### config.mk
export PLATFORM = sky130hd
export DESIGN_NAME = blum_blum_shub_generator_flat
export DESIGN_NICKNAME = d
export VERILOG_FILES = /design/src/rtl/bbs_pkg.sv /design/src/rtl/bbs_if.sv /design/src/rtl/bbs_datapath.sv /design/src/rtl/bbs_ctrl.sv /design/src/rtl/blum_blum_shub_generator.sv /design/src/flat_wrapper.sv
export SDC_FILE = /design/constraint.sdc
export NUM_CORES = 1
export LEC_CHECK = 0
export ABC_AREA = 1
export BUFFER_PORTS_ARGS = -buffer_cell sky130_fd_sc_hd__buf_2
export CORE_MARGIN = 2
export CORE_UTILIZATION = 65
export DETAILED_ROUTE_END_ITERATION = 12
export PLACE_DENSITY_LB_ADDON = 0.15
export SYNTH_ARGS = -nofsm -noshare
export SYNTH_HDL_FRONTEND = slang
export SYNTH_HIERARCHICAL = 1
export SYNTH_SLANG_ARGS = --single-unit
### constraint.sdc
create_clock -name i_clk -period 9.28 [get_ports i_clk]
set_input_delay 0.464 -clock i_clk [delete_from_list [all_inputs] [get_ports i_clk]]
set_output_delay 0.464 -clock i_clk [all_outputs]
set_load 0.05 [all_outputs]
### src/rtl/bbs_pkg.sv
package bbs_pkg;

    // Field and register widths
    localparam int CFG_IDX_W  = 8;
    localparam int CFG_DATA_W = 16;
    localparam int COUNT_W    = 7;
    localparam int VALUE_W    = 17;

    // Register indexes on the configuration port
    localparam logic [CFG_IDX_W-1:0] REG_MODULUS    = CFG_IDX_W'(0);
    localparam logic [CFG_IDX_W-1:0] REG_RANGE_SIZE = CFG_IDX_W'(1);
    localparam logic [CFG_IDX_W-1:0] REG_RANGE_BASE = CFG_IDX_W'(2);
    localparam logic [CFG_IDX_W-1:0] REG_SEED_ROOT  = CFG_IDX_W'(3);

    // Operation codes
    localparam logic OP_GENERATE = 1'b0;
    localparam logic OP_RESEED   = 1'b1;

    // Reset values: modulus is 47 * 67, state is 207 squared mod modulus
    localparam logic [CFG_DATA_W-1:0] RST_MODULUS    = CFG_DATA_W'(47 * 67);
    localparam logic [CFG_DATA_W-1:0] RST_RANGE_SIZE = CFG_DATA_W'(1001);
    localparam logic [CFG_DATA_W-1:0] RST_RANGE_BASE = CFG_DATA_W'(0);
    localparam logic [CFG_DATA_W-1:0] RST_SEED_ROOT  = CFG_DATA_W'(207);
    localparam logic [31:0]           RST_STATE      = 32'((207 * 207) % (47 * 67));

    // Commands from controller to datapath
    typedef struct packed {
        logic mul;             // square operand, start reduction by modulus
        logic mul_seed;        // operand is seed root, else generator state
        logic step;            // one restoring-division iteration
        logic state_from_rem;  // state takes the remainder
        logic state_from_prod; // state takes the truncated square
        logic rng_start;       // start reduction of state by range size
        logic out_load;        // load the output register
        logic out_last;        // last flag for the loaded word
    } t_cmd;

    // Status from datapath to controller
    typedef struct packed {
        logic div_done;
        logic mod_zero;
        logic rng_zero;
        logic out_free;
    } t_status;

endpackage

### src/rtl/bbs_if.sv
interface bbs_in_if;
    import bbs_pkg::*;
    logic               valid;
    logic               ready;
    logic               op;
    logic [COUNT_W-1:0] count;
    modport source (output valid, output op, output count, input ready);
    modport sink   (input valid, input op, input count, output ready);
endinterface

interface bbs_out_if;
    import bbs_pkg::*;
    logic               valid;
    logic               ready;
    logic [VALUE_W-1:0] value;
    logic               last;
    modport source (output valid, output value, output last, input ready);
    modport sink   (input valid, input value, input last, output ready);
endinterface

interface bbs_cfg_if;
    import bbs_pkg::*;
    logic                  valid;
    logic                  ready;
    logic [CFG_IDX_W-1:0]  index;
    logic [CFG_DATA_W-1:0] data;
    modport source (output valid, output index, output data, input ready);
    modport sink   (input valid, input index, input data, output ready);
endinterface

### src/rtl/bbs_datapath.sv
module bbs_datapath #(
    parameter int STATE_WIDTH = 16
) (
    input  logic             i_clk,
    input  logic             i_rst_n,
    bbs_cfg_if.sink          i_cfg,
    bbs_out_if.source        o_out,
    input  bbs_pkg::t_cmd    i_cmd,
    output bbs_pkg::t_status o_status
);
    import bbs_pkg::*;

    localparam int L_OPW = (STATE_WIDTH > CFG_DATA_W) ? STATE_WIDTH : CFG_DATA_W;
    localparam int L_PW  = 2 * L_OPW;
    localparam int L_CW  = $clog2(L_PW + 1);
    localparam logic [STATE_WIDTH-1:0] L_RST_STATE = STATE_WIDTH'(RST_STATE);

    logic [CFG_DATA_W-1:0]  r_modulus;
    logic [CFG_DATA_W-1:0]  r_range_size;
    logic [CFG_DATA_W-1:0]  r_range_base;
    logic [CFG_DATA_W-1:0]  r_seed_root;
    logic [STATE_WIDTH-1:0] r_state;
    logic [L_PW-1:0]        r_dvd;
    logic [CFG_DATA_W-1:0]  r_rem;
    logic [CFG_DATA_W-1:0]  r_div;
    logic [L_CW-1:0]        r_cnt;
    logic                   r_out_valid;
    logic [VALUE_W-1:0]     r_out_value;
    logic                   r_out_last;

    logic [L_OPW-1:0]      w_opnd;
    logic [L_PW-1:0]       w_prod;
    logic [CFG_DATA_W:0]   w_shift;
    logic                  w_ge;
    logic [CFG_DATA_W-1:0] w_rem_next;
    logic [VALUE_W-1:0]    w_reduced;

    // Square of seed root or state
    assign w_opnd = i_cmd.mul_seed ? L_OPW'(r_seed_root) : L_OPW'(r_state);
    assign w_prod = w_opnd * w_opnd;

    // One restoring-division step: shift in the next dividend bit
    assign w_shift    = {r_rem, r_dvd[L_PW-1]};
    assign w_ge       = w_shift >= {1'b0, r_div};
    assign w_rem_next = CFG_DATA_W'(w_ge ? (w_shift - {1'b0, r_div}) : w_shift);

    // Reduced value before adding the base
    assign w_reduced = (r_range_size == '0) ? VALUE_W'(r_state) : VALUE_W'(r_rem);

    // Configuration registers
    always_ff @(posedge i_clk) begin
        if (!i_rst_n) begin
            r_modulus    <= RST_MODULUS;
            r_range_size <= RST_RANGE_SIZE;
            r_range_base <= RST_RANGE_BASE;
            r_seed_root  <= RST_SEED_ROOT;
        end else if (i_cfg.valid) begin
            case (i_cfg.index)
                REG_MODULUS:    r_modulus    <= i_cfg.data;
                REG_RANGE_SIZE: r_range_size <= i_cfg.data;
                REG_RANGE_BASE: r_range_base <= i_cfg.data;
                REG_SEED_ROOT:  r_seed_root  <= i_cfg.data;
                default: ;
            endcase
        end
    end
    assign i_cfg.ready = 1'b1;

    // Generator state
    always_ff @(posedge i_clk) begin
        if (!i_rst_n) begin
            r_state <= L_RST_STATE;
        end else if (i_cmd.state_from_rem) begin
            r_state <= STATE_WIDTH'(r_rem);
        end else if (i_cmd.state_from_prod) begin
            r_state <= STATE_WIDTH'(r_dvd);
        end
    end

    // Shared divider: dividend shifter, remainder, divisor and step counter
    always_ff @(posedge i_clk) begin
        if (i_cmd.mul) begin
            r_dvd <= w_prod;
            r_rem <= '0;
            r_div <= r_modulus;
            r_cnt <= L_CW'(L_PW);
        end else if (i_cmd.rng_start) begin
            r_dvd <= {r_state, {(L_PW - STATE_WIDTH){1'b0}}};
            r_rem <= '0;
            r_div <= r_range_size;
            r_cnt <= L_CW'(STATE_WIDTH);
        end else if (i_cmd.step) begin
            r_dvd <= r_dvd << 1;
            r_rem <= w_rem_next;
            r_cnt <= r_cnt - L_CW'(1);
        end
    end

    // Output register
    always_ff @(posedge i_clk) begin
        if (!i_rst_n) begin
            r_out_valid <= 1'b0;
        end else if (i_cmd.out_load) begin
            r_out_valid <= 1'b1;
        end else if (o_out.ready) begin
            r_out_valid <= 1'b0;
        end
    end

    always_ff @(posedge i_clk) begin
        if (i_cmd.out_load) begin
            r_out_value <= w_reduced + VALUE_W'(r_range_base);
            r_out_last  <= i_cmd.out_last;
        end
    end

    assign o_out.valid = r_out_valid;
    assign o_out.value = r_out_value;
    assign o_out.last  = r_out_last;

    // Status to controller
    assign o_status.div_done = (r_cnt == '0);
    assign o_status.mod_zero = (r_modulus == '0);
    assign o_status.rng_zero = (r_range_size == '0);
    assign o_status.out_free = !r_out_valid || o_out.ready;

endmodule

### src/rtl/bbs_ctrl.sv
module bbs_ctrl #(
    parameter int MAX_BURST = 64
) (
    input  logic             i_clk,
    input  logic             i_rst_n,
    bbs_in_if.sink           i_in,
    input  bbs_pkg::t_status i_status,
    output bbs_pkg::t_cmd    o_cmd
);
    import bbs_pkg::*;

    typedef enum logic [2:0] {
        S_IDLE,
        S_MUL,
        S_TRUNC,
        S_MOD,
        S_RSTART,
        S_RNG,
        S_OUT
    } t_fsm;

    localparam logic [COUNT_W-1:0] L_MAX = COUNT_W'(MAX_BURST);

    t_fsm               r_fsm,    n_fsm;
    logic               r_reseed, n_reseed;
    logic [COUNT_W-1:0] r_left,   n_left;
    logic [COUNT_W-1:0] w_count_sat;

    assign i_in.ready  = (r_fsm == S_IDLE);
    assign w_count_sat = (i_in.count > L_MAX) ? L_MAX : i_in.count;

    // Next state and commands
    always_comb begin
        n_fsm    = r_fsm;
        n_reseed = r_reseed;
        n_left   = r_left;
        o_cmd    = '0;
        case (r_fsm)
            S_IDLE: begin
                if (i_in.valid) begin
                    if (i_in.op == OP_RESEED) begin
                        n_reseed = 1'b1;
                        n_fsm    = S_MUL;
                    end else if (w_count_sat != '0) begin
                        n_reseed = 1'b0;
                        n_left   = w_count_sat;
                        n_fsm    = S_MUL;
                    end
                end
            end
            S_MUL: begin
                o_cmd.mul      = 1'b1;
                o_cmd.mul_seed = r_reseed;
                n_fsm          = i_status.mod_zero ? S_TRUNC : S_MOD;
            end
            S_TRUNC: begin
                o_cmd.state_from_prod = 1'b1;
                n_fsm                 = r_reseed ? S_IDLE : S_RSTART;
            end
            S_MOD: begin
                if (i_status.div_done) begin
                    o_cmd.state_from_rem = 1'b1;
                    n_fsm                = r_reseed ? S_IDLE : S_RSTART;
                end else begin
                    o_cmd.step = 1'b1;
                end
            end
            S_RSTART: begin
                if (i_status.rng_zero) begin
                    n_fsm = S_OUT;
                end else begin
                    o_cmd.rng_start = 1'b1;
                    n_fsm           = S_RNG;
                end
            end
            S_RNG: begin
                if (i_status.div_done) begin
                    n_fsm = S_OUT;
                end else begin
                    o_cmd.step = 1'b1;
                end
            end
            S_OUT: begin
                // Hold until the output register can take the word
                if (i_status.out_free) begin
                    o_cmd.out_load = 1'b1;
                    o_cmd.out_last = (r_left == COUNT_W'(1));
                    n_left         = r_left - COUNT_W'(1);
                    n_fsm          = (r_left == COUNT_W'(1)) ? S_IDLE : S_MUL;
                end
            end
            default: n_fsm = S_IDLE;
        endcase
    end

    always_ff @(posedge i_clk) begin
        if (!i_rst_n) begin
            r_fsm    <= S_IDLE;
            r_reseed <= 1'b0;
            r_left   <= '0;
        end else begin
            r_fsm    <= n_fsm;
            r_reseed <= n_reseed;
            r_left   <= n_left;
        end
    end

endmodule

### src/rtl/blum_blum_shub_generator.sv
// Blum Blum Shub generator. A generate word asks for count values (1 to
// MAX_BURST, larger counts saturate, zero yields nothing); each value squares
// the state modulo the modulus register and is emitted as (state mod
// range_size) + range_base, with last set on the final value of the burst. A
// reseed word loads the state with seed_root squared mod modulus and emits
// nothing. A zero modulus truncates the square to STATE_WIDTH bits; a zero
// range_size skips the range reduction. Both reductions run on one shared
// restoring divider at one bit per cycle. One word is worked on at a time;
// input ready is high only between words. The output register lets the
// next value be computed while one waits. Configuration writes are always
// taken and belong only to idle periods.
module blum_blum_shub_generator #(
    parameter int STATE_WIDTH = 16,
    parameter int MAX_BURST   = 64
) (
    input  logic      i_clk,
    input  logic      i_rst_n,
    bbs_in_if.sink    i_in,
    bbs_out_if.source o_out,
    bbs_cfg_if.sink   i_cfg
);
    import bbs_pkg::*;

    t_cmd    w_cmd;
    t_status w_status;

    // Sequencer
    bbs_ctrl #(
        .MAX_BURST (MAX_BURST)
    ) u_ctrl (
        .i_clk    (i_clk),
        .i_rst_n  (i_rst_n),
        .i_in     (i_in),
        .i_status (w_status),
        .o_cmd    (w_cmd)
    );

    // Registers, multiplier, divider and output stage
    bbs_datapath #(
        .STATE_WIDTH (STATE_WIDTH)
    ) u_datapath (
        .i_clk    (i_clk),
        .i_rst_n  (i_rst_n),
        .i_cfg    (i_cfg),
        .o_out    (o_out),
        .i_cmd    (w_cmd),
        .o_status (w_status)
    );

endmodule
### src/flat_wrapper.sv
// flat-port wrapper written by rule: the top's interface ports become plain ports
module blum_blum_shub_generator_flat import bbs_pkg::*;
#(
    parameter int STATE_WIDTH = 16,
    parameter int MAX_BURST   = 64
)
  (i_clk, i_rst_n, i_in_valid, i_in_op, i_in_count, i_in_ready, o_out_valid, o_out_value, o_out_last, o_out_ready, i_cfg_valid, i_cfg_index, i_cfg_data, i_cfg_ready);
  bbs_in_if i_in_i ();
  bbs_out_if o_out_i ();
  bbs_cfg_if i_cfg_i ();
  input  logic i_clk;
  input  logic i_rst_n;
  input wire logic [$bits(i_in_i.valid)-1:0] i_in_valid;
  input wire logic [$bits(i_in_i.op)-1:0] i_in_op;
  input wire logic [$bits(i_in_i.count)-1:0] i_in_count;
  output wire logic [$bits(i_in_i.ready)-1:0] i_in_ready;
  output wire logic [$bits(o_out_i.valid)-1:0] o_out_valid;
  output wire logic [$bits(o_out_i.value)-1:0] o_out_value;
  output wire logic [$bits(o_out_i.last)-1:0] o_out_last;
  input wire logic [$bits(o_out_i.ready)-1:0] o_out_ready;
  input wire logic [$bits(i_cfg_i.valid)-1:0] i_cfg_valid;
  input wire logic [$bits(i_cfg_i.index)-1:0] i_cfg_index;
  input wire logic [$bits(i_cfg_i.data)-1:0] i_cfg_data;
  output wire logic [$bits(i_cfg_i.ready)-1:0] i_cfg_ready;
  assign i_in_i.valid = i_in_valid;
  assign i_in_i.op = i_in_op;
  assign i_in_i.count = i_in_count;
  assign i_in_ready = i_in_i.ready;
  assign o_out_valid = o_out_i.valid;
  assign o_out_value = o_out_i.value;
  assign o_out_last = o_out_i.last;
  assign o_out_i.ready = o_out_ready;
  assign i_cfg_i.valid = i_cfg_valid;
  assign i_cfg_i.index = i_cfg_index;
  assign i_cfg_i.data = i_cfg_data;
  assign i_cfg_ready = i_cfg_i.ready;
  blum_blum_shub_generator #(.STATE_WIDTH(STATE_WIDTH), .MAX_BURST(MAX_BURST)) u_core (.i_clk(i_clk), .i_rst_n(i_rst_n), .i_in(i_in_i), .o_out(o_out_i), .i_cfg(i_cfg_i));
endmodule
Word level (Yosys, flattened, before mapping)
Cells that the tools add are included.
{ "word_totals": {"regBits": 180, "word_cells": 108, "out_inout_bits": 21} }
{ "classes": {"n_reduce_logical": 25, "add_sub_neg": 4, "muxes": 43, "n_eq_ne": 17, "multipliers": 1, "order_cmp": 2} }
{ "ops": {"columns": ["op", "n"], "rows": [
  ["$mux 16", 7],
  ["$mux 32", 3],
  ["$mux 7", 5],
  ["$logic_not 16->1", 2],
  ["$mul 16x16->32", 1],
  ["$mux 3", 7],
  ["$pmux 3 s7", 1],
  ["$add 16x16->17", 1],
  ["$ge 17x16->1", 1],
  ["$eq 8x2->1 const B", 2],
  ["$sub 16x16->16", 1],
  ["$pmux 7 s2", 1],
  ["$mux 1", 13],
  ["$mux 6", 2],
  ["$reduce_bool 2->1", 6],
  ["$ne 2x2->1 const B", 5],
  ["$reduce_and 2->1", 5],
  ["$reduce_and 5->1", 2],
  ["$eq 3x3->1 const B", 3],
  ["$eq 8x1->1 const B", 1],
  ["$logic_not 8->1", 1],
  ["$mux 2", 4],
  ["$eq 7x1->1 const B", 1],
  ["$gt 7x7->1 const B", 1],
  ["other kinds (14)", 16]
]} }

Longest topological paths before layout
Gate-level depths: netlist of the first run.
{ "depth": {"word_depth": 7, "ltp_mapped": 32} }

By module
Netlist of the first run, hierarchy kept.
{ "modules_own_cells": {"columns": ["mod", "n_inst", "cells_per_inst", "area_per_inst_um2"], "rows": [
  ["bbs_datapath", 1, 2223, 16734.8],
  ["bbs_ctrl", 1, 159, 980.9]
]} }

Worst setup path before layout of the first run
Ideal clock, no wire load.
{ "synth_path": {"path_kind": "reg2reg", "start": "register u_core.u_ctrl.r_fsm[2]", "end": "register u_core.u_datapath.r_dvd[28], data pin", "setup_time_ns": 0.256, "slack_ns": 2.697, "arrival_ns": 6.328, "period_less_slack_ns": 6.583, "path_stages_with_launch": 30, "n_path_buf": 3, "required_time_ns": 9.024, "path_cell_list": "dfxtp_1 buf_4 nor4_1 inv_2 clkbuf_1 or2_2 o21ai_1 buf_2 nor2_1 fa_1 inv_1 fa_1 inv_1 fa_1 inv_1 fa_1 inv_1 fa_1 inv_1 fa_1 inv_1 ha_1 nand2_1 inv_1 a21oi_1 nand3_1 nand2_1 nand3_1 nand3_1 nand2_1"} }
{ "synth_lines": {"columns": ["element", "line", "rtl"], "rows": [
  ["start, declared", "bbs_ctrl.sv:24", "t_fsm r_fsm, n_fsm;"],
  ["start signal, assigned", "bbs_ctrl.sv:102", "r_fsm <= n_fsm;"],
  ["end signal, assigned", "bbs_datapath.sv:83", "r_dvd <= w_prod;"],
  ["end signal, assigned", "bbs_datapath.sv:88", "r_dvd <= {r_state, {(L_PW - STATE_WIDTH){1'b0}}};"],
  ["end signal, assigned", "bbs_datapath.sv:93", "r_dvd <= r_dvd << 1;"],
  ["end, declared", "bbs_datapath.sv:23", "logic [L_PW-1:0] r_dvd;"]
]} }

==> flow_summary.json, run 1 <==
{
  "drv_slew": 0,
  "synth_xor_area_share_pct": 1.63,
  "final_area_mm2": 0.0189,
  "yosys-mux-area-fraction_pct": 0,
  "grt-busiest-layer": "met2",
  "detail_route.first_pass.iterations": 6,
  "period_minus_slack_ns": 7.52,
  "slowest_stage": "fa_1",
  "core_area_mm2": 0.0269,
  "synth_edf_count": 66,
  "seq_area_mm2": 0.00426,
  "finalSetupTns_ns": 0,
  "cts_tree": "built",
  "crit_arrival_ns": 7.71,
  "grt_pass1_wl_um": 76700,
  "vias": 15700,
  "crit_path_max_incr_delay_ns": 0.55,
  "n_antenna_cell": 0,
  "post-route-drc-count": 0,
  "die_w_um": 169,
  "multi_input_area_mm2": 0.0112,
  "place.gp.congestion": 0.982,
  "ys_warn_count": 6,
  "setup_viol": 0,
  "track_usage_pct": 34.4,
  "placementRows": 60,
  "endpoint_kind": "register",
  "post_cts_buffers": 0,
  "cp_max_fo": 21,
  "ys.flop_type": "dfxtp_1",
  "syn_to_final_growth_pct": 6.43,
  "start_kind": "register",
  "netlist_instances": 2382,
  "maxCapViolCount": 0,
  "cts_buffer_depth": 2,
  "syn_avg_cell_area_um2": 7.44,
  "hold_violations": 0,
  "portBuffers": 56,
  "hpwlAfterDp_um": 38000,
  "clock_sinks": 180,
  "synth-simple-area-share_pct": 23.0,
  "overflow": 0,
  "ctsResizeCount": 0,
  "antenna_found_initial": 0,
  "worstMarginPinSlew_ns": 1.13,
  "wl_per_cell_um": 17.2,
  "synth_compound_area_share_pct": 10.7,
  "maxSlewHeadroom_pct": 24.9,
  "required_ns": 9.47,
  "max_freq_ghz": 0.133,
  "grt_pass1_vias": 14900,
  "drt_wl_total_um": 47600,
  "use_met3_pct": 4.40,
  "cts-root-buf": "clkbuf_16",
  "r2r_slack_ns": 1.76,
  "antenna_left": 0,
  "post-place-ws_ns": 1.90,
  "postCtsHoldBufs": 0,
  "synth_top_family_by_area": "adder cells",
  "die_area_mm2": 0.0286,
  "yosysMostFrequentCell": "nand2_1",
  "io_pins": 58,
  "synthAdderAreaFrac_pct": 27.7,
  "insertion_delay_ns": 0.45,
  "criticalPathCategory": "register to register",
  "clk_pin_slew_worst_paths_ns": 0.09,
  "drive_gt1_share_pct": 7.57,
  "min-delay-start": "i_cfg_data[11]",
  "cp_common_cell": "nand2_1",
  "worst_slack_ns": 1.76,
  "synth_top_area_share_pct": 18.5,
  "grt_max_degree": 92,
  "hold_path_end": "u_core/u_datapath/r_modulus[11]",
  "layout.core_utilization_pct": 70.2,
  "fp.dieH_um": 169,
  "synthTopCellsByCount": "nand2_1 (520), inv_1 (503), nor2_1 (224)",
  "hold_path_class": "primary input to register",
  "initial_core_util_pct": 65.9,
  "use_met2_pct": 53.9,
  "drtIter0Drc": 1575,
  "finish.net_count": 2737,
  "syn-cell-area_mm2": 0.0177,
  "dpl_cell_area_mm2": 0.0182,
  "hold_depth": 3,
  "timing.rr.end": "u_core/u_datapath/r_dvd[28]",
  "cts_buffers": 17,
  "post-synth-top-area-cell": "fa_1",
  "met1_usage_pct": 51.0,
  "fin_skew_ns": 0.0178,
  "ys_ff_latch": 180,
  "synth.distinct_cells": 55,
  "fillers": 2322,
  "rsz0062_at_grt": "false",
  "rr_worst_depth": 29,
  "synth-async-reset-ratio_pct": 0,
  "routed_via_density": 5.70,
  "worstReg2RegStart": "u_core/u_ctrl/r_fsm[0]",
  "period_share_pct": 81.1,
  "outcome": "finished clean",
  "syn-num-nets": 2713,
  "htree_levels": 4,
  "ys_top_cells_by_area": "fa_1 (19%), dfxtp_1 (13%), edfxtp_1 (11%), nand2_1 (11%), inv_1 (11%)",
  "ys_seq_area_share_pct": 24.1
}
==> through the flow <==
step | hold slack (ns) | cells
after floorplan | 0.437 | 2382
after global placement | 0.453 | 2728
after detailed placement | 0.459 | 2728
after CTS | 0.272 | 2760
after global routing | 0.301 | 2760
final | 0.276 | 2760
==> routing by layer <==
metal / part of all wire, % / routed length (um)
met2: 46 / 21600
met3: 9.2 / 4370
met1: 43 / 20600
met4: 2.1 / 998
met5: 0 / 0
==> worst max path at each step <==
stage	endpoint	from
2_1_floorplan	u_core/u_datapath/r_dvd[28]	u_core/u_ctrl/r_fsm[2]
3_3_place_gp	u_core/u_datapath/r_dvd[28]	u_core/u_ctrl/r_fsm[2]
3_5_place_dp	u_core/u_datapath/r_dvd[17]	u_core/u_ctrl/r_fsm[0]
4_1_cts	u_core/u_datapath/r_dvd[23]	u_core/u_ctrl/r_fsm[0]
5_1_grt	u_core/u_datapath/r_dvd[23]	u_core/u_ctrl/r_fsm[0]
6_report	u_core/u_datapath/r_dvd[28]	u_core/u_ctrl/r_fsm[0]
==> worst max-delay path, delay by kind of cell, from the launching register on <==
kind / cells / cell delay, ns
flip-flops: 1 / 0.48
AND/OR/NAND/NOR: 12 / 1.61
adder cells (fa/ha/maj): 7 / 3.36
AO/OA/AOI/OAI: 1 / 0.44
buffers and inverters: 9 / 1.34
==> cell type report <==
type                       count  area share [%]
clock buffer                  17            2.26
clock inverter                15            1.07
inverter                     523            10.4
multi-input combinational   1614            59.3
sequential                   180            22.6
tap                          341            2.26
timing repair buffer          70            2.04
==> registers in the layout (all words and copies together), names as in the netlist, 7 cells and up <==
register / flops
u_core/u_datapath/r_dvd: 32
u_core/u_datapath/o_out.value: 17
u_core/u_datapath/r_div: 16
u_core/u_datapath/r_modulus: 16
u_core/u_datapath/r_range_base: 16
u_core/u_datapath/r_range_size: 16
u_core/u_datapath/r_rem: 16
u_core/u_datapath/r_seed_root: 16
u_core/u_datapath/r_state: 16
u_core/u_ctrl/r_left: 7
==> cell families after synthesis <==
kind of cell             Yosys count
AND/OR/NAND/NOR                  955
buffers and inverters            588
AO/OA/AOI/OAI                    331
adder cells (fa/ha/maj)          294
flip-flops                       180
XOR/XNOR                          33
other                              1
==> placed cells by master (no fill, tap or decap), types with 3 or more instances in the layout <==
| master | Yosys | routed |
|---|---|---|
| nor2_2 | 6 | 7 |
| o21ai_0 | 143 | 143 |
| nand3_1 | 110 | 110 |
| a31oi_1 | 9 | 9 |
| or2_1 | 5 | 5 |
| nor4_1 | 6 | 4 |
| nor2_4 | 3 | 3 |
| o211ai_1 | 17 | 17 |
| clkinv_8 | 0 | 5 |
| buf_2 | 19 | 56 |
| o21bai_1 | 5 | 5 |
| a21oi_1 | 100 | 100 |
| nand2_2 | 10 | 10 |
| inv_1 | 503 | 503 |
| nand2_1 | 520 | 520 |
| nor3_1 | 16 | 15 |
| edfxtp_1 | 66 | 66 |
| and2_1 | 6 | 6 |
| o21ai_2 | 12 | 12 |
| a22o_1 | 4 | 4 |
| nand4_1 | 17 | 17 |
| o21ai_1 | 9 | 9 |
| or2_2 | 10 | 10 |
| dfxtp_1 | 114 | 114 |
| xor2_1 | 21 | 21 |
| inv_12 | 0 | 4 |
| xnor2_1 | 12 | 12 |
| nor2_1 | 224 | 223 |
| inv_2 | 19 | 19 |
| nand2_4 | 3 | 3 |
| inv_6 | 0 | 3 |
| nand3b_1 | 10 | 10 |
| ha_1 | 130 | 130 |
| clkbuf_16 | 0 | 17 |
| fa_1 | 164 | 164 |
| a21oi_2 | 3 | 3 |
| o221ai_1 | 15 | 15 |
| buf_4 | 8 | 14 |
Power of run 1 is left out: the tool's default activity adds up to more than one toggle a clock period on the data nets, which glitch-free logic cannot reach.
==> inputs of run 2 (changes only) <==
--- a/config.mk
+++ b/config.mk
@@ -5,10 +5,10 @@
 export SDC_FILE = /design/constraint.sdc
 export NUM_CORES = 1
 export LEC_CHECK = 0
-export ABC_AREA = 1
+export ABC_AREA = 0
 export BUFFER_PORTS_ARGS = -buffer_cell sky130_fd_sc_hd__buf_2
 export CORE_MARGIN = 2
-export CORE_UTILIZATION = 65
+export CORE_UTILIZATION = 64
 export DETAILED_ROUTE_END_ITERATION = 12
 export PLACE_DENSITY_LB_ADDON = 0.15
 export SYNTH_ARGS = -nofsm -noshare
==> constraint.sdc (replaced) <==
create_clock -name i_clk -period 7.4 [get_ports i_clk]
set_input_delay 0.37 -clock i_clk [delete_from_list [all_inputs] [get_ports i_clk]]
set_output_delay 0.37 -clock i_clk [all_outputs]
set_load 0.05 [all_outputs]
==> run 2 against run 1 <==
Maximum frequency increased by 6.0%. Count of clock-buffer cells in the layout unchanged. Setup slack worse by 1.5 ns. Critical path depth fell by 4. Global-route usage shrank 2.0 points. Routed wire length is 6.9% lower. Register-to-register slack worse by 1.5 ns. First-iteration DRC count down 15%. Non-clock buffer count is 25 higher. Clock skew increased by 0.017 ns. Critical path type unchanged. Largest cell class unchanged.
==> flow_summary.json, run 2 <==
{
  "ys_top_cells_by_area": "fa_1 (19%), dfxtp_1 (13%), edfxtp_1 (12%), ha_1 (9.6%), inv_1 (6.5%)",
  "grt_pass1_vias": 13700,
  "r2r_slack_ns": 0.30,
  "detail_route.first_pass.iterations": 5,
  "yosys-mux-area-fraction_pct": 7.52,
  "wl_met2_um": 20800,
  "routed_via_density": 6.01,
  "synth.distinct_cells": 86,
  "wl_per_cell_um": 19.4,
  "antenna_found_initial": 0,
  "largest_reg_flops": 32,
  "crit_path_max_incr_delay_ns": 0.54,
  "antenna_left": 0,
  "placementRows": 59,
  "vias": 13700,
  "ys_warn_count": 6,
  "drtIter0Drc": 1337,
  "synthAdderAreaFrac_pct": 28.9,
  "timing.rr.end": "u_core/u_datapath/r_dvd[22]",
  "synthTopCellsByCount": "inv_1 (293), nand2_1 (271), fa_1 (164)",
  "ys_seq_area_share_pct": 25.1,
  "hold_depth": 3,
  "seq_area_mm2": 0.00426,
  "hold_path_end": "u_core/u_datapath/r_seed_root[15]",
  "finalSetupTns_ns": 0,
  "syn-num-nets": 2227,
  "layout_common_cells": "inv_1 (292), nand2_1 (271), fa_1 (164), ha_1 (130), dfxtp_1 (114)",
  "finish.net_count": 2270,
  "endpoint_kind": "register",
  "ys.flop_type": "dfxtp_1",
  "hold_violations": 0,
  "syn_to_final_growth_pct": 8.27,
  "io_pins": 58,
  "clock_sinks": 180,
  "drive_gt1_share_pct": 10.0,
  "max_freq_ghz": 0.141,
  "place.gp.congestion": 0.980,
  "hpwlAfterDp_um": 35200,
  "synth-simple-area-share_pct": 15.6,
  "crit_arrival_ns": 7.25,
  "cp_num_buf_inv": 7,
  "synth-async-reset-ratio_pct": 0,
  "largest-register": "u_core/u_datapath/r_dvd",
  "start_kind": "register",
  "synth_top_area_share_pct": 19.3,
  "synth_top_family_by_area": "adder cells",
  "worstMarginPinSlew_ns": 1.13,
  "drt_wl_total_um": 44300,
  "grt_pass1_wl_um": 71300,
  "final_common_cell": "inv_1",
  "rr_worst_depth": 25,
  "period_share_pct": 95.9,
  "fp.dieH_um": 167,
  "fillers": 2108,
  "routed-wl-met3_um": 2880,
  "maxCapViolCount": 0,
  "synth_edf_count": 66,
  "cts_tree": "built",
  "synth_xor_area_share_pct": 2.94,
  "initial_core_util_pct": 65.2,
  "drv_slew": 0,
  "required_ns": 7.55,
  "core_area_mm2": 0.0261,
  "clk_pin_slew_worst_paths_ns": 0.09,
  "post-synth-top-area-cell": "fa_1",
  "track_usage_pct": 32.4,
  "post_cts_buffers": 0,
  "post-route-drc-count": 0,
  "synth_compound_area_share_pct": 11.5,
  "cpLargestDelayFamily": "adder cells",
  "period_minus_slack_ns": 7.10,
  "worstReg2RegStart": "u_core/u_ctrl/r_fsm[2]",
  "htree_levels": 4,
  "min-delay-start": "i_cfg_data[15]",
  "highest_layer": "met4",
  "yosysMostFrequentCell": "inv_1",
  "cts_buffer_depth": 2,
  "setup_viol": 0,
  "cp_max_fo": 21,
  "netlist_instances": 1896,
  "fin_skew_ns": 0.0344,
  "multi_input_area_mm2": 0.0114,
  "syn_avg_cell_area_um2": 8.96,
  "syn-cell-area_mm2": 0.0170,
  "portBuffers": 56,
  "die_w_um": 167,
  "die_area_mm2": 0.0279,
  "m1WireLength_um": 19300,
  "overflow": 0,
  "holdWs_ns": 0.207,
  "cts_buffers": 17,
  "n_antenna_cell": 0,
  "insertion_delay_ns": 0.45,
  "outcome": "finished clean",
  "grt_max_degree": 90,
  "hold_path_class": "primary input to register",
  "maxSlewHeadroom_pct": 24.2,
  "cts-root-buf": "clkbuf_16",
  "ys_ff_latch": 180,
  "criticalPathCategory": "register to register",
  "slowest_stage": "fa_1",
  "rsz0062_at_grt": "false"
}
## run 2: changes by cell type in the layout (fill, tap and decap cells not counted), sizes merged, moves of 79 or more
cell / before / now
mux2i: 0 / 86
o21ai: 165 / 71
inv: 530 / 304
nand3: 113 / 34
nor2: 235 / 111
nand2: 534 / 271
## run 2: cell families after synthesis
group                      after synthesis
muxes                                  122
and+or+nand+nor                        573
DFF                                    180
other                                    1
adders and majority gates              294
AOI/OAI and AO/OA                      299
buffers and inverters                  370
xor gates and xnor gates                57
## run 2: worst min-delay path, cell delays in order
cell,delay [ns]
buf_2,0.13
nand2_1,0.05
a21boi_0,0.06
## run 2: worst max-delay path by stage
stage                           startpoint                     endpoint  slack [ns]  cells past startpoint
CTS                 u_core/u_ctrl/r_fsm[2]  u_core/u_datapath/r_dvd[22]        0.11                     25
global route        u_core/u_ctrl/r_fsm[0]  u_core/u_datapath/r_dvd[23]        0.03                     25
global placement    u_core/u_ctrl/r_fsm[2]  u_core/u_datapath/r_dvd[22]        0.18                     25
floorplan           u_core/u_ctrl/r_fsm[2]  u_core/u_datapath/r_dvd[23]       0.006                     29
finish              u_core/u_ctrl/r_fsm[2]  u_core/u_datapath/r_dvd[22]        0.30                     25
detailed placement  u_core/u_ctrl/r_fsm[2]  u_core/u_datapath/r_dvd[22]        0.14                     25
## run 2: timing repair
item	CTS	global route
gates resized for setup	0	10
setup endpoints to repair	0	9
hold buffers	0	0
## run 2: metrics by stage
step | setup WS, ns | cell area, um2 | util (%) | std cells
after floorplan | 0.00625 | 17000 | - | 1896
after global placement | 0.183 | 17700 | 68.0 | 2255
after detailed placement | 0.144 | 17700 | 68.0 | 2255
after CTS | 0.112 | 18400 | 70.5 | 2287
after global routing | 0.0272 | 18400 | 70.6 | 2287
final | 0.305 | 18400 | 70.6 | 2287
## run 2: cell type report
cell class              count  share of cell area, %
clock inverters            15                   1.14
clock buffers              17                   2.31
flip-flops and latches    180                   23.2
well taps                 335                   2.28
multi-input cells        1346                   61.8
repair buffers             95                   3.18
inverters                 299                   6.10
## run 2: per-layer routing
metal  vias up  global-route usage [%]
met5         -                       0
met4         0                    10.6
met3        79                    2.95
met2       567                    52.5
met1      6751                    46.3
li1       6351                       -
Power of run 2 is left out for the same reason.
==> inputs of run 3 (changes only) <==
--- a/config.mk
+++ b/config.mk
@@ -11,6 +11,7 @@
 export CORE_UTILIZATION = 64
 export DETAILED_ROUTE_END_ITERATION = 12
 export PLACE_DENSITY_LB_ADDON = 0.15
+export REMOVE_ABC_BUFFERS = 1
 export SYNTH_ARGS = -nofsm -noshare
 export SYNTH_HDL_FRONTEND = slang
 export SYNTH_HIERARCHICAL = 1
==> run 3 against run 2 <==
Global-route usage down 0.44 points. Hold slack gained 0.017 ns. Flip-flop and latch count did not move. Utilization is 0.11 points lower. Cell count rose by 0.13%. Critical path depth rose by 1. Non-clock buffer count is 3 higher. Maximum frequency shrank 0.11%. Sequential share of layout area about the same. Count of clock-buffer cells in the layout up 2. Critical path type unchanged. Critical endpoint is now u_core/u_datapath/r_dvd[29].
==> flow_summary.json, run 3 (same netlist as run 2, synthesis figures left out) <==
{
  "outcome": "finished clean",
  "routed_via_density": 5.95,
  "vias": 13600,
  "hold_violations": 0,
  "core_area_mm2": 0.0261,
  "portBuffers": 56,
  "die_w_um": 167,
  "syn_to_final_growth_pct": 8.11,
  "max_freq_ghz": 0.141,
  "track_usage_pct": 32.0,
  "placementRows": 59,
  "final_area_mm2": 0.0184,
  "grt_pass1_wl_um": 70600,
  "largest_reg_flops": 32,
  "place.gp.congestion": 0.999,
  "overflow": 0,
  "routed-wl-met3_um": 3970,
  "wl_per_cell_um": 19.1,
  "die_area_mm2": 0.0279,
  "cts_tree": "built",
  "cp_max_fo": 14,
  "ctsResizeCount": 0,
  "start_kind": "register",
  "detail_route.first_pass.iterations": 6,
  "period_share_pct": 96.0,
  "hpwlAfterDp_um": 34900,
  "htree_levels": 4,
  "io_pins": 58,
  "fin_skew_ns": 0.0161,
  "period_minus_slack_ns": 7.10,
  "cts_buffer_depth": 2,
  "endpoint_kind": "register",
  "n_antenna_cell": 0,
  "wl_met2_um": 19800,
  "dpl_cell_area_mm2": 0.0177,
  "antenna_left": 0,
  "layout_common_cells": "inv_1 (293), nand2_1 (270), fa_1 (164), ha_1 (129), dfxtp_1 (114)",
  "m1WireLength_um": 18500,
  "largest-register": "u_core/u_datapath/r_dvd",
  "final_cells": 2290,
  "drt_wl_total_um": 43600,
  "cts_buffers": 17,
  "clk_pin_slew_worst_paths_ns": 0.07,
  "drv_slew": 0,
  "final_common_cell": "inv_1",
  "rsz0062_at_grt": "false",
  "grt_pass1_vias": 13600,
  "rr_worst_depth": 26,
  "hold_path_class": "primary input to register",
  "antenna_found_initial": 0,
  "post_cts_buffers": 0,
  "r2r_slack_ns": 0.30,
  "layout.core_utilization_pct": 70.5,
  "worstMarginPinSlew_ns": 1.21,
  "clock_sinks": 180,
  "postCtsHoldBufs": 0,
  "cts-root-buf": "clkbuf_16",
  "criticalPathCategory": "register to register",
  "required_ns": 7.57,
  "fp.dieH_um": 167,
  "hold_depth": 3,
  "initial_core_util_pct": 65.2,
  "finish.net_count": 2273,
  "setup_viol": 0,
  "highest_layer": "met4",
  "maxSlewHeadroom_pct": 19.0,
  "drtIter0Drc": 1374,
  "grt_max_degree": 77,
  "drive_gt1_share_pct": 10.2,
  "post-route-drc-count": 0,
  "insertion_delay_ns": 0.44,
  "place_inst": 2258,
  "crit_arrival_ns": 7.27,
  "maxCapViolCount": 0
}
## run 3: changes by cell type in the layout (fill, tap and decap cells not counted), moves of 2 or more
| cell | delta |
|---|---|
| inv_12 | -5 |
| buf_4 | +3 |
| mux2i_1 | +3 |
| a21oi_1 | -2 |
| a21oi_2 | +2 |
| inv_6 | +2 |
| mux2i_2 | -2 |
## run 3: path summary, 6_finish.rpt
check / start / to
worst min-delay path: i_cfg_data[0] / u_core/u_datapath/r_modulus[0]
worst max register to register: u_core/u_ctrl/r_fsm[2] / u_core/u_datapath/r_dvd[29]
worst min register to register: u_core/u_ctrl/r_left[6] / u_core/u_ctrl/r_left[6]
worst max-delay path: u_core/u_ctrl/r_fsm[2] / u_core/u_datapath/r_dvd[29]
## run 3: through the flow
step | setup TNS, ns | setup slack, ns | hold slack (ns)
4_1_cts | 0 | 0.164 | 0.216
3_5_place_dp | 0 | 0.176 | 0.470
6_report | 0 | 0.297 | 0.223
3_3_place_gp | 0 | 0.320 | 0.454
2_1_floorplan | -139.91 | -4.79 | 0.432
5_1_grt | 0 | 0.00916 | 0.232
## run 3: worst max-delay path: stages, from the launching register on
cell	delay (ns)
dfxtp_1	0.32
nor3b_2	0.19
and2_1	0.19
buf_6	0.20
buf_4	0.22
mux2i_1	0.26
inv_1	0.17
nand2_1	0.15
inv_1	0.08
fa_1	0.53
inv_1	0.05
fa_1	0.47
inv_1	0.05
fa_1	0.48
fa_1	0.52
fa_1	0.52
inv_1	0.07
fa_1	0.48
inv_1	0.04
ha_1	0.36
nand2_2	0.15
or3b_1	0.14
o21ai_2	0.09
o21ai_0	0.33
nand3b_1	0.23
a2111oi_0	0.47
nor3_1	0.09
## run 3: final cells by class
class                           instances  area [um2]
Multi-Input combinational cell       1346       11400
Fill cell                            2120        7680
Sequential cell                       180        4260
Inverter                              299        1120
Timing Repair Buffer                   98         599
Clock buffer                           19         454
Tap cell                              335         419
Clock inverter                         13         154
## run 3: per-layer routing
metal / global-route usage [%] / vias to the layer above
met1: 45.2 / 6596
met4: 10.9 / 0
li1: - / 6359
met2: 49.3 / 568
met3: 6.63 / 109
met5: 0 / -
Power of run 3 is left out for the same reason.
